===== src/rtl/ssq_pkg.sv =====
// Shared types, constants and helper functions of the scaled size quantizer.
package ssq_pkg;

  localparam int MAX_ALLOWED = 8;
  localparam int DIV_STEPS   = 17;

  localparam logic [19:0] ONE_Q8    = 20'd256;
  localparam logic [19:0] SCALE_MAX = 20'hFFFFF;
  localparam logic [29:0] OUT_MAX   = 30'h3FFFFFFF;

  // Configuration register indexes.
  localparam logic [2:0] REG_SCALE      = 3'd0;
  localparam logic [2:0] REG_GROW       = 3'd1;
  localparam logic [2:0] REG_SHRINK     = 3'd2;
  localparam logic [2:0] REG_STEPPING   = 3'd3;
  localparam logic [2:0] REG_ROUNDING   = 3'd4;
  localparam logic [2:0] REG_COUNT      = 3'd5;
  localparam logic [2:0] REG_SIZES_LOW  = 3'd6;
  localparam logic [2:0] REG_SIZES_HIGH = 3'd7;

  // Rounding modes.
  localparam logic [1:0] RND_NEAR = 2'd0;
  localparam logic [1:0] RND_UP   = 2'd1;
  localparam logic [1:0] RND_DOWN = 2'd2;

  typedef struct packed {
    logic [19:0]  scale;
    logic [19:0]  g_thr;
    logic [19:0]  g_ratio;
    logic [19:0]  g_lim;
    logic [19:0]  s_thr;
    logic [19:0]  s_ratio;
    logic [19:0]  s_lim;
    logic [19:0]  stepping;
    logic [1:0]   rounding;
    logic [3:0]   count;
    logic [127:0] sizes;
  } cfg_t;

  typedef enum logic [3:0] {
    OP_NONE,
    OP_LOAD,
    OP_REMAP,
    OP_UP_STEP,
    OP_DN_START,
    OP_DN_BIT,
    OP_DN_END,
    OP_LAD_PICK,
    OP_SCALE_MUL,
    OP_TAB_INIT,
    OP_TAB_STEP,
    OP_FINAL
  } op_e;

  typedef enum logic [3:0] {
    ST_IDLE,
    ST_REMAP,
    ST_LAD_SEL,
    ST_UP,
    ST_DN_CHK,
    ST_DN_DIV,
    ST_DN_END,
    ST_PICK,
    ST_MUL,
    ST_TAB_INIT,
    ST_TAB,
    ST_FINAL
  } state_e;

  typedef struct packed {
    logic bypass;
    logic v_gt_one;
    logic up_more;
    logic dn_more;
    logic div_last;
    logic tab_en;
    logic tab_busy;
  } dp_status_t;

  // Choose between the two neighbors of v under the rounding mode.
  function automatic logic [42:0] pick(input logic [42:0] v, input logic [42:0] lo,
                                       input logic [42:0] hi, input logic [1:0] rnd);
    logic [42:0] r;
    case (rnd)
      RND_UP:   r = hi;
      RND_DOWN: r = lo;
      RND_NEAR: r = ((v > lo) && ((v - lo) > (hi - v))) ? hi : lo;
      default:  r = v;
    endcase
    return r;
  endfunction

  // One allowed size, widened to Q.8.
  function automatic logic [19:0] entry(input logic [127:0] sizes, input logic [2:0] i);
    return {sizes[{i, 4'b0} +: 16], 4'b0};
  endfunction

endpackage


===== src/rtl/ssq_regs.sv =====
// Configuration register file of the scaled size quantizer.
module ssq_regs import ssq_pkg::*; (
  input  logic        clk_i,
  input  logic        rst_ni,
  input  logic        cfg_we_i,
  input  logic [2:0]  cfg_idx_i,
  input  logic [63:0] cfg_data_i,
  output cfg_t        cfg_o
);

  cfg_t cfg_q;

  // Register writes, one per enabled cycle.
  always_ff @(posedge clk_i or negedge rst_ni) begin
    if (!rst_ni) begin
      cfg_q.scale    <= ONE_Q8;
      cfg_q.g_thr    <= ONE_Q8;
      cfg_q.g_ratio  <= ONE_Q8;
      cfg_q.g_lim    <= 20'd262144;
      cfg_q.s_thr    <= ONE_Q8;
      cfg_q.s_ratio  <= ONE_Q8;
      cfg_q.s_lim    <= '0;
      cfg_q.stepping <= '0;
      cfg_q.rounding <= RND_NEAR;
      cfg_q.count    <= '0;
      cfg_q.sizes    <= '0;
    end else if (cfg_we_i) begin
      unique case (cfg_idx_i)
        REG_SCALE:    cfg_q.scale <= cfg_data_i[19:0];
        REG_GROW: begin
          cfg_q.g_thr   <= cfg_data_i[19:0];
          cfg_q.g_ratio <= cfg_data_i[39:20];
          cfg_q.g_lim   <= cfg_data_i[59:40];
        end
        REG_SHRINK: begin
          cfg_q.s_thr   <= cfg_data_i[19:0];
          cfg_q.s_ratio <= cfg_data_i[39:20];
          cfg_q.s_lim   <= cfg_data_i[59:40];
        end
        REG_STEPPING:   cfg_q.stepping <= cfg_data_i[19:0];
        REG_ROUNDING:   cfg_q.rounding <= cfg_data_i[1:0];
        REG_COUNT:      cfg_q.count <= cfg_data_i[3:0];
        REG_SIZES_LOW:  cfg_q.sizes[63:0] <= cfg_data_i;
        REG_SIZES_HIGH: cfg_q.sizes[127:64] <= cfg_data_i;
        default: ;
      endcase
    end
  end

  assign cfg_o = cfg_q;

endmodule


===== src/rtl/ssq_ctrl.sv =====
// Sequencing state machine of the scaled size quantizer.
module ssq_ctrl import ssq_pkg::*; (
  input  logic       clk_i,
  input  logic       rst_ni,
  input  logic       start_i,
  input  dp_status_t st_i,
  output op_e        op_o,
  output logic       busy_o
);

  state_e state_q, state_d;

  always_ff @(posedge clk_i or negedge rst_ni) begin
    if (!rst_ni) begin
      state_q <= ST_IDLE;
    end else begin
      state_q <= state_d;
    end
  end

  // Next state.
  always_comb begin
    state_d = state_q;
    unique case (state_q)
      ST_IDLE:     if (start_i) state_d = ST_REMAP;
      ST_REMAP:    state_d = ST_LAD_SEL;
      ST_LAD_SEL: begin
        if (st_i.bypass) state_d = ST_PICK;
        else if (st_i.v_gt_one) state_d = ST_UP;
        else state_d = ST_DN_CHK;
      end
      ST_UP:       if (!st_i.up_more) state_d = ST_PICK;
      ST_DN_CHK:   state_d = st_i.dn_more ? ST_DN_DIV : ST_PICK;
      ST_DN_DIV:   if (st_i.div_last) state_d = ST_DN_END;
      ST_DN_END:   state_d = ST_DN_CHK;
      ST_PICK:     state_d = ST_MUL;
      ST_MUL:      state_d = st_i.tab_en ? ST_TAB_INIT : ST_FINAL;
      ST_TAB_INIT: state_d = ST_TAB;
      ST_TAB:      if (!st_i.tab_busy) state_d = ST_FINAL;
      ST_FINAL:    state_d = ST_IDLE;
      default:     state_d = ST_IDLE;
    endcase
  end

  // Datapath command for the current state.
  always_comb begin
    op_o = OP_NONE;
    unique case (state_q)
      ST_IDLE:     if (start_i) op_o = OP_LOAD;
      ST_REMAP:    op_o = OP_REMAP;
      ST_LAD_SEL:  op_o = OP_NONE;
      ST_UP:       if (st_i.up_more) op_o = OP_UP_STEP;
      ST_DN_CHK:   if (st_i.dn_more) op_o = OP_DN_START;
      ST_DN_DIV:   op_o = OP_DN_BIT;
      ST_DN_END:   op_o = OP_DN_END;
      ST_PICK:     op_o = OP_LAD_PICK;
      ST_MUL:      op_o = OP_SCALE_MUL;
      ST_TAB_INIT: op_o = OP_TAB_INIT;
      ST_TAB:      if (st_i.tab_busy) op_o = OP_TAB_STEP;
      ST_FINAL:    op_o = OP_FINAL;
      default:     op_o = OP_NONE;
    endcase
  end

  assign busy_o = (state_q != ST_IDLE);

endmodule


===== src/rtl/ssq_datapath.sv =====
// Arithmetic registers, multipliers, divider and table walk of the quantizer.
module ssq_datapath import ssq_pkg::*; (
  input  logic        clk_i,
  input  logic        rst_ni,
  input  cfg_t        cfg_i,
  input  op_e         op_i,
  input  logic [9:0]  size_i,
  output dp_status_t  st_o,
  output logic        done_o,
  output logic [29:0] result_o
);

  logic [9:0]  size_q;
  logic [31:0] prod_q;
  logic        grow_q, shrink_q;
  logic [19:0] v_q;
  logic [32:0] low_q, high_q, s_q;
  logic [20:0] rem_q;
  logic [16:0] quo_q;
  logic [4:0]  cnt_q;
  logic [42:0] x_q;
  logic [3:0]  idx_q;
  logic        passed_q;
  logic        done_q;
  logic [29:0] result_q;

  logic [20:0] f;
  logic [19:0] diff;
  logic [19:0] ratio;
  logic [39:0] rprod;
  logic [32:0] gv;
  logic [19:0] v_new;
  logic [19:0] sv;
  logic [40:0] up_prod;
  logic [21:0] div_t;
  logic [3:0]  n_used;
  logic [42:0] fin;

  assign f = {1'b0, ONE_Q8} + {1'b0, cfg_i.stepping};

  // Remap product: grow or shrink distance times its ratio.
  always_comb begin
    if (cfg_i.scale > cfg_i.g_thr) begin
      diff  = cfg_i.scale - cfg_i.g_thr;
      ratio = cfg_i.g_ratio;
    end else begin
      diff  = cfg_i.s_thr - cfg_i.scale;
      ratio = cfg_i.s_ratio;
    end
    rprod = diff * ratio;
  end

  // Remapped scale with limits and saturation.
  always_comb begin
    gv = {1'b0, prod_q} + {13'b0, ONE_Q8};
    if ((cfg_i.g_lim != '0) && (gv > {13'b0, cfg_i.g_lim})) gv = {13'b0, cfg_i.g_lim};
    sv = ONE_Q8 - {11'b0, prod_q[8:0]};
    if (sv < cfg_i.s_lim) sv = cfg_i.s_lim;
    if (grow_q) begin
      v_new = (gv > {13'b0, SCALE_MAX}) ? SCALE_MAX : gv[19:0];
    end else if (shrink_q) begin
      v_new = (prod_q > {12'b0, ONE_Q8}) ? cfg_i.s_lim : sv;
    end else begin
      v_new = cfg_i.scale;
    end
  end

  assign up_prod = high_q[19:0] * f;
  assign div_t   = {rem_q, quo_q[16]};
  assign n_used  = (cfg_i.count > 4'(MAX_ALLOWED)) ? 4'(MAX_ALLOWED) : cfg_i.count;

  // Final value, before output saturation.
  always_comb begin
    if (n_used == '0) fin = x_q;
    else if (passed_q) fin = {10'b0, low_q};
    else fin = pick(x_q, {10'b0, low_q}, {10'b0, high_q}, cfg_i.rounding);
  end

  // Command execution.
  always_ff @(posedge clk_i) begin
    case (op_i)
      OP_LOAD: begin
        size_q   <= size_i;
        prod_q   <= rprod[39:8];
        grow_q   <= cfg_i.scale > cfg_i.g_thr;
        shrink_q <= cfg_i.scale < cfg_i.s_thr;
      end
      OP_REMAP: begin
        v_q    <= v_new;
        low_q  <= {13'b0, ONE_Q8};
        high_q <= {13'b0, ONE_Q8};
      end
      OP_UP_STEP: begin
        low_q  <= high_q;
        high_q <= up_prod[40:8];
      end
      OP_DN_START: begin
        rem_q <= '0;
        quo_q <= {low_q[8:0], 8'b0};
        cnt_q <= '0;
      end
      OP_DN_BIT: begin
        if (div_t >= {1'b0, f}) begin
          rem_q <= 21'(div_t - {1'b0, f});
          quo_q <= {quo_q[15:0], 1'b1};
        end else begin
          rem_q <= div_t[20:0];
          quo_q <= {quo_q[15:0], 1'b0};
        end
        cnt_q <= cnt_q + 5'd1;
      end
      OP_DN_END: begin
        high_q <= low_q;
        low_q  <= {16'b0, quo_q};
      end
      OP_LAD_PICK: begin
        if (st_o.bypass) s_q <= {13'b0, v_q};
        else s_q <= 33'(pick({23'b0, v_q}, {10'b0, low_q}, {10'b0, high_q},
                             cfg_i.rounding));
      end
      OP_SCALE_MUL: x_q <= s_q * size_q;
      OP_TAB_INIT: begin
        low_q    <= {13'b0, entry(cfg_i.sizes, 3'd0)};
        high_q   <= {13'b0, entry(cfg_i.sizes, 3'd0)};
        idx_q    <= 4'd1;
        passed_q <= 1'b0;
      end
      OP_TAB_STEP: begin
        low_q <= high_q;
        if (idx_q >= n_used) begin
          passed_q <= 1'b1;
        end else begin
          high_q <= {13'b0, entry(cfg_i.sizes, idx_q[2:0])};
          idx_q  <= idx_q + 4'd1;
        end
      end
      OP_FINAL: result_q <= (fin > {13'b0, OUT_MAX}) ? OUT_MAX : fin[29:0];
      default: ;
    endcase
  end

  // Result strobe.
  always_ff @(posedge clk_i or negedge rst_ni) begin
    if (!rst_ni) begin
      done_q <= 1'b0;
    end else begin
      done_q <= (op_i == OP_FINAL);
    end
  end

  assign st_o.bypass   = (cfg_i.stepping == '0) || (v_q == ONE_Q8);
  assign st_o.v_gt_one = v_q > ONE_Q8;
  assign st_o.up_more  = high_q < {13'b0, v_q};
  assign st_o.dn_more  = low_q > {13'b0, v_q};
  assign st_o.div_last = cnt_q == 5'(DIV_STEPS - 1);
  assign st_o.tab_en   = n_used != '0;
  assign st_o.tab_busy = ({10'b0, high_q} < x_q) && !passed_q;

  assign done_o   = done_q;
  assign result_o = result_q;

endmodule


===== src/rtl/scaled_size_quantizer.sv =====
// Top level of the scaled size quantizer: registers, controller and datapath.
// A transaction starts when start is high while busy is low; the result
// appears on scaled_size_o with done_o, which is high for a single cycle, and
// the receiver cannot stall it. A new transaction can be taken in the cycle in
// which done_o is high. Where stepping is used, the stepping ladder dominates
// the length of a transaction: one multiply per rung going up (a few thousand
// rungs at most) and, per rung going down, a check, a restoring divide and an
// update (at most 256 rungs), plus a table load and one step per allowed size
// visited in the table walk. Configuration writes belong to idle time only.
module scaled_size_quantizer import ssq_pkg::*; (
  input  logic        clk_i,
  input  logic        rst_ni,
  input  logic        cfg_we_i,
  input  logic [2:0]  cfg_idx_i,
  input  logic [63:0] cfg_data_i,
  input  logic        start,
  output logic        busy,
  input  logic [9:0]  nominal_size_i,
  output logic        done_o,
  output logic [29:0] scaled_size_o
);

  cfg_t       cfg;
  op_e        op;
  dp_status_t st;
  logic       busy_w;

  ssq_regs u_regs (
    .clk_i      (clk_i),
    .rst_ni     (rst_ni),
    .cfg_we_i   (cfg_we_i),
    .cfg_idx_i  (cfg_idx_i),
    .cfg_data_i (cfg_data_i),
    .cfg_o      (cfg)
  );

  ssq_ctrl u_ctrl (
    .clk_i   (clk_i),
    .rst_ni  (rst_ni),
    .start_i (start),
    .st_i    (st),
    .op_o    (op),
    .busy_o  (busy_w)
  );

  ssq_datapath u_dp (
    .clk_i    (clk_i),
    .rst_ni   (rst_ni),
    .cfg_i    (cfg),
    .op_i     (op),
    .size_i   (nominal_size_i),
    .st_o     (st),
    .done_o   (done_o),
    .result_o (scaled_size_o)
  );

  assign busy = busy_w;

  // An accepted transaction makes the block busy.
  a_start_busy: assert property (@(posedge clk_i) disable iff (!rst_ni)
    (start && !busy) |=> busy) else $error("start not taken");

  // The result strobe lasts exactly one cycle.
  a_done_pulse: assert property (@(posedge clk_i) disable iff (!rst_ni)
    done_o |=> !done_o) else $error("done held");

  // A result only follows a busy cycle and leaves the block idle.
  a_done_idle: assert property (@(posedge clk_i) disable iff (!rst_ni)
    done_o |-> (!busy && $past(busy))) else $error("done out of sequence");

endmodule

===== config.mk =====
export PLATFORM = sky130hd
export DESIGN_NAME = scaled_size_quantizer
export DESIGN_NICKNAME = d
export VERILOG_FILES = /design/src/rtl/ssq_pkg.sv /design/src/rtl/ssq_regs.sv /design/src/rtl/ssq_ctrl.sv /design/src/rtl/ssq_datapath.sv /design/src/rtl/scaled_size_quantizer.sv
export SDC_FILE = /design/constraint.sdc
export NUM_CORES = 2
export LEC_CHECK = 0
export BUFFER_PORTS_ARGS = -buffer_cell sky130_fd_sc_hd__buf_2
export CORE_MARGIN = 2
export CORE_UTILIZATION = 25
export CTS_BUF_LIST = sky130_fd_sc_hd__clkbuf_8
export DETAILED_ROUTE_END_ITERATION = 8
export PLACE_DENSITY = 0.42
export SLEW_MARGIN = 20
export SYNTH_ARGS = -nofsm -noshare
export SYNTH_HDL_FRONTEND = slang
export SYNTH_SLANG_ARGS = --single-unit

===== constraint.sdc =====
create_clock -name clk_i -period 12.5 [get_ports clk_i]
set_clock_uncertainty 0.2 [all_clocks]
set_input_delay 0.625 -clock clk_i [delete_from_list [all_inputs] [get_ports clk_i]]
set_output_delay 0.625 -clock clk_i [all_outputs]
set_load 0.005 [all_outputs]

* After elaboration in Yosys (flattened, before gate mapping) *
Cells that the tools add are included.

storage, ports and cells
  flip-flop bits (word level) = 583
  input port bits = 81

cells by class
  add/subtract/negate cells = 12
  $mul = 3
  order comparisons = 18
  equality and inequality tests = 39
  shift-type cells = 1
  multiplexer cells = 42
  reduce and logical (&&, ||, !) cells = 31

operators by type and width
  operator                                               count
  one-hot mux 33 bit (5 select lines)                    1
  2-to-1 mux 20 bit                                      8
  2-to-1 mux 33 bit                                      4
  one-hot mux 33 bit (4 select lines)                    1
  one-hot mux 43 bit (3 select lines)                    1
  variable part select 128 x 8 -> 16 bit                 1
  one-hot mux 33 bit (3 select lines)                    1
  one-hot mux 4 bit (11 select lines)                    2
  > comparator 43 bit                                    2
  2-to-1 mux 43 bit                                      2
  > comparator 33 x 20 -> 1 bit                          2
  > comparator 43 x 30 -> 1 bit (second input constant)  1
  > comparator 43 x 33 -> 1 bit                          1
  less-than comparator 33 x 43 -> 1 bit                  1
  multiplier 33 x 10 -> 43 bit                           1
  subtractor 33 x 43 -> 43 bit                           1
  subtractor 43 x 33 -> 43 bit                           1
  one-hot mux 21 bit (2 select lines)                    1
  multiplier 20 x 21 -> 41 bit                           1
  less-than comparator 20 bit                            2
  multiplier 20 x 20 -> 40 bit                           1
  subtractor 20 bit                                      2
  one-hot mux 17 bit (2 select lines)                    1
  subtractor 20 x 33 -> 34 bit                           1
  51 further kinds                                       106

* Depth between registers and ports, before layout *
  word-level depth = 8
  mapped depth = 41
  mapped depth without buffers = 40

* Modules after synthesis *
From an unflattened synthesis, not the netlist that was laid out.

second synthesis, totals
  cell total of the unflattened synthesis = 7780
  area total of the unflattened synthesis = 73963.4 um2

by module, submodules not included
  module        times used  cells each  area each (um2)  seq. area each (um2)
  ssq_datapath  1           7082        62476.2          8553.2
  ssq_regs      1           627         10956.8          7364.6
  ssq_ctrl      1           71          530.5            100.1

* Worst setup path after synthesis *
OpenSTA, ideal clock, no wires.

  kind = register to register
  from = register u_regs.cfg_q (netlist bit u_regs.cfg_o[274])
  to = register u_dp.prod_q[25], data pin
  arrival time = 9.499 ns
  path slack = 2.540 ns
  cell stages (with the launch flop) = 37
  buffers on the path = 2
  period minus slack after synthesis = 9.960 ns
  cell sequence = dfrtp_1 -> inv_1 -> ha_1 -> inv_1 -> fa_1 -> nand3_1 -> a21oi_1 -> o31ai_1 -> nand2_1 -> o21ai_2 -> clkbuf_1 -> mux2i_1 -> clkbuf_1 -> nor2_1 -> fa_1 -> fa_1 -> inv_1 -> fa_1 -> inv_1 -> fa_1 -> fa_1 -> fa_1 -> inv_1 -> fa_1 -> inv_1 -> ha_1 -> a21o_1 -> a21o_1 -> a221o_1 -> a21oi_1 -> o2111ai_1 -> a2111oi_0 -> a21oi_1 -> a211oi_2 -> nor2_1 -> a211oi_1 -> xnor2_1

between the ends
  cells in the longest elaborated chain, start to end = 3

RTL lines
  what                                             line                source
  start: declaration                               ssq_regs.sv:11      cfg_t cfg_q;
  subtractor 20 bit, or another cell as far along  ssq_datapath.sv:47  diff = cfg_i.s_thr - cfg_i.scale;
  2-to-1 mux 20 bit                                ssq_datapath.sv:43  if (cfg_i.scale > cfg_i.g_thr) begin
  multiplier 20 x 20 -> 40 bit (*)                 ssq_datapath.sv:50  rprod = diff * ratio;
  net u_dp.rprod[33]                               ssq_datapath.sv:30  logic [39:0] rprod;
  end signal: assignment                           ssq_datapath.sv:84  prod_q <= rprod[39:8];
  end: declaration                                 ssq_datapath.sv:14  logic [31:0] prod_q;

Mark *: on every way through the listed nets, which the timed path passes. The rest lies on a longest branch.
A chain may end at the register's enable or synchronous reset.

* Final worst setup path *
Same ends and word-level chain as after synthesis.

==> summary.md <==
| Metric | Value |
|---|---|
| Tightest Pin Transition | `1180 ps` |
| Cell count after synthesis | `7739` |
| Final count of hold timing violations | `0` |
| Post-detailed-route via-to-cell ratio | `4.81` |
| Final wirelength | `between 200000 and 300000 um` |
| Count of final max-slew check failures | `0` |
| Achievable Freq | `between 90 and 100 MHz` |
| Kind of start point of the critical path | `register` |
| Area post-placement | `roughly 80000 sq um` |
| WL per Instance | `about 23 um` |
| Pin count of the biggest net entering global routing | `between 100 and 150` |
| Hold Buf Count CTS | `77` |
| RD Place Congestion | `0.890` |
| Average cell area after synthesis | `~9.5 sq um` |
| Quantity of gates resized following cts | `0` |
| Worst max-slew margin expressed relative to the limit | `a little over a fifth` |
| Post-layout nets | `9523` |
| CTS sink cnt | `around 580` |
| Fin util | `between 20% and 30%` |
| Fraction of the mapped netlist area in simple logic gates | `between 10 and 15%` |
| TritonCTS clock tree | `done` |
| Insertion delay to the later sink of the worst-skew pair | `about 920 ps` |
| Cell with the largest stage delay on the worst path | `o21ai_4` |
| First-pass GRT wire length | `a little over 400000 um` |
| Post-CTS setup-driven buffer insertion count | `0` |
| Yosys reg bits | `around 580` |
| Number of detailed-route iterations in the first pass | `6` |
| Number of placement rows | `between 150 and 200` |
| Post-synth top flop | `dfrtp_1` |
| Area share of xor/xnor cells in the synthesized design | `around 3.8%` |
| Class of the tightest hold or removal check | `input port to asynchronous set/reset pin` |
| Full die area | `297000 sq um` |
| Number of buffers created by CTS | `108` |
| Adder-cell area share of the yosys netlist | `a little over a third` |
| Asr flop ratio synth | `51.3%` |
| Vias in the first global route | `between 50000 and 60000` |
| Number of buffers on the longest clock path | `3` |
| Synthesis-to-layout area growth | `11.6%` |
| Non-Filler Cell Area, Final | `around 82000 sq um` |
| Total of max-cap violations | `0` |
| Initial antenna violation count | `15` |
| Number of distinct library cells after synthesis | `94` |
| Crit path arrival time | `between 10000 and 15000 ps` |
| Remaining antenna violation count after routing | `0` |
| Share of cells above drive strength 1 | `approximately a tenth` |
| EDFF count, synth | `around 280` |
| Shortest period the worst path allows | `around 11000 ps` |
| Die Ht | `about 550 um` |
| Number of DRC violations after detailed-routing iteration 0 | `roughly 4600` |
| Standard cell core area | `291000 sq um` |
| Nets in the synthesized netlist | `roughly 9400` |
| RSZ-0062 raised after global routing | `false` |
| CTS Root Cell | `clkbuf_8` |
| Result of the run | `finished clean` |
| Main combinational cell family by area after synthesis | `adder cells` |
| Multiplexer fraction of the synthesized cell area | `5.55%` |
| Total track usage | `a little under a fifth` |
| Register area share after synthesis | `between 20 and 25%` |
| YS warnings | `0` |
| Stage delay of the slowest cell on the critical path | `about 570 ps` |
| Summed negative setup slack over all endpoints | `0 ps` |
| DP HPWL | `approximately 220000 um` |
| Die Span X | `between 500 and 600 um` |
| Complex-gate fraction of the synthesized area | `between 10% and 20%` |
| Number of vias in the routed layout | `around 57000` |
| Post-Syn Area | `between 70000 and 80000 sq um` |
| Count of fill cells added during filler insertion | `31100` |
| Number of DRC violations after detailed routing | `0` |
| Most used cell, CP | `fa_1` |
| Port Buffers | `between 100 and 150` |
| Portion of the clock cycle consumed by the worst path in the final layout | `88.5%` |
| Highest net fanout along the worst path | `36` |
| Remaining global-route overflow | `0` |
| Boundary pin count | `113` |
| Required time reported for the critical path endpoint | `between 10000 and 15000 ps` |
| Initial standard-cell utilization of the core | `25.2%` |
| Endpoint kind of the worst setup timing path | `register` |
| Final setup vio count | `0` |
| Clock transition time at the flip-flop clock pins of the worst setup and hold paths | `60 ps` |
| H-tree depth | `3` |
| Worst Setup Path Type | `register to register` |
-- cells in the mapped netlist (249+ instances only) --
cell type | n | area share [%]
ha_1 | 673 | 11
nand2_1 | 877 | 4.5
edfxtp_1 | 284 | 12
mux2_2 | 249 | 3.8
inv_1 | 1202 | 6.2
clkbuf_1 | 276 | 1.4
dfrtp_1 | 293 | 10
o21ai_0 | 251 | 1.7
nor2_1 | 609 | 3.1
a21oi_1 | 262 | 1.8
fa_1 | 909 | 25
-- stage by stage --
stage          worst slack [ps]  hold slack (ps)  instances
5_1_grt                     717              117      11800
2_1_floorplan              2540              129       7739
4_1_cts                    1410             41.9      11800
3_3_place_gp               1500              281      11600
6_report                   1440              122      11900
3_5_place_dp               1470              290      11600
-- cell families after synthesis --
family | after synthesis
AO/OA/AOI/OAI | 1162
AND/OR/NAND/NOR | 2237
buffers and inverters | 1524
XOR/XNOR | 316
flip-flops | 583
adder cells (fa/ha/maj) | 1582
multiplexers | 335
-- flip-flops by register name, indices dropped and copies added, names as in the netlist, 4 cells and up --
signal,flops
u_dp.cnt_q,5
u_dp.result_o,30
u_dp.low_q,33
u_dp.idx_q,4
u_dp.size_q,10
u_regs.cfg_o,294
u_ctrl.state_q,4
u_dp.high_q,33
u_dp.prod_q,32
u_dp.rem_q,21
u_dp.s_q,33
u_dp.x_q,43
u_dp.quo_q,17
u_dp.v_q,20
-- placed cells by master (no fill, tap or decap), drive strengths merged, types with 35 or more instances in the layout --
cell type,netlist,final
inv,1204,1241
fa,909,909
nand2,877,877
ha,673,673
nor2,610,610
dfrtp,293,293
edfxtp,284,284
a21oi,264,264
o21ai,258,258
mux2,249,249
buf,33,242
and2,208,208
xnor2,207,207
a21o,167,167
clkbuf,277,125
xor2,109,109
nand3,81,81
nor3,79,79
dlygate4sd3,0,77
nand2b,73,73
nor2b,61,61
a22o,57,57
nand4,56,56
nor4,55,55
mux2i,54,54
o21a,44,44
a211oi,42,42
a22oi,38,38
clkinv,10,35
-- routing by layer --
layer / part of all wire [%] / track usage, %
met5: 0 / 0
met2: 46 / 29.2
met4: 2.4 / 4.07
met3: 4.8 / 2.02
met1: 47 / 25.6
-- final cells by class --
cell class,instances,area (sq um),area share (%)
Antenna cell,4,10.0,0.0122
Clock buffer,123,1690,2.07
Clock inverter,74,602,0.736
Inverter,1214,4560,5.58
Multi-Input combinational cell,5632,51600,63.2
Sequential cell,583,16000,19.6
Tap cell,3900,4880,5.97
Timing Repair Buffer,321,2350,2.87
-- critical path: cells and delay by family (launching register included) --
family                     cells  cell delay (ps)
buffers and inverters          8              780
adders and majority gates     10             4550
AOI/OAI and AO/OA             12             3690
xor gates and xnor gates       1              100
and+or+nand+nor                6             1010
DFF                            1              400
-- path summary, 6_finish.rpt --
path                                endpoint              start  cells after the start  slack [ps]
max                          u_dp.prod_q[25]  u_regs.cfg_o[274]                     37        1440
max reg2reg                  u_dp.prod_q[25]  u_regs.cfg_o[274]                     37        1440
max in group asynchronous        u_dp.done_o             rst_ni                      4        9490
min                        u_regs.cfg_o[184]             rst_ni                      2         120
min reg2reg                u_regs.cfg_o[108]  u_regs.cfg_o[108]                      1         300
min in group clk_i         u_regs.cfg_o[132]       cfg_idx_i[2]                      3         140
Power is not shown: default switching activity piles up to over one toggle a cycle in this logic, so the estimate is an artifact.
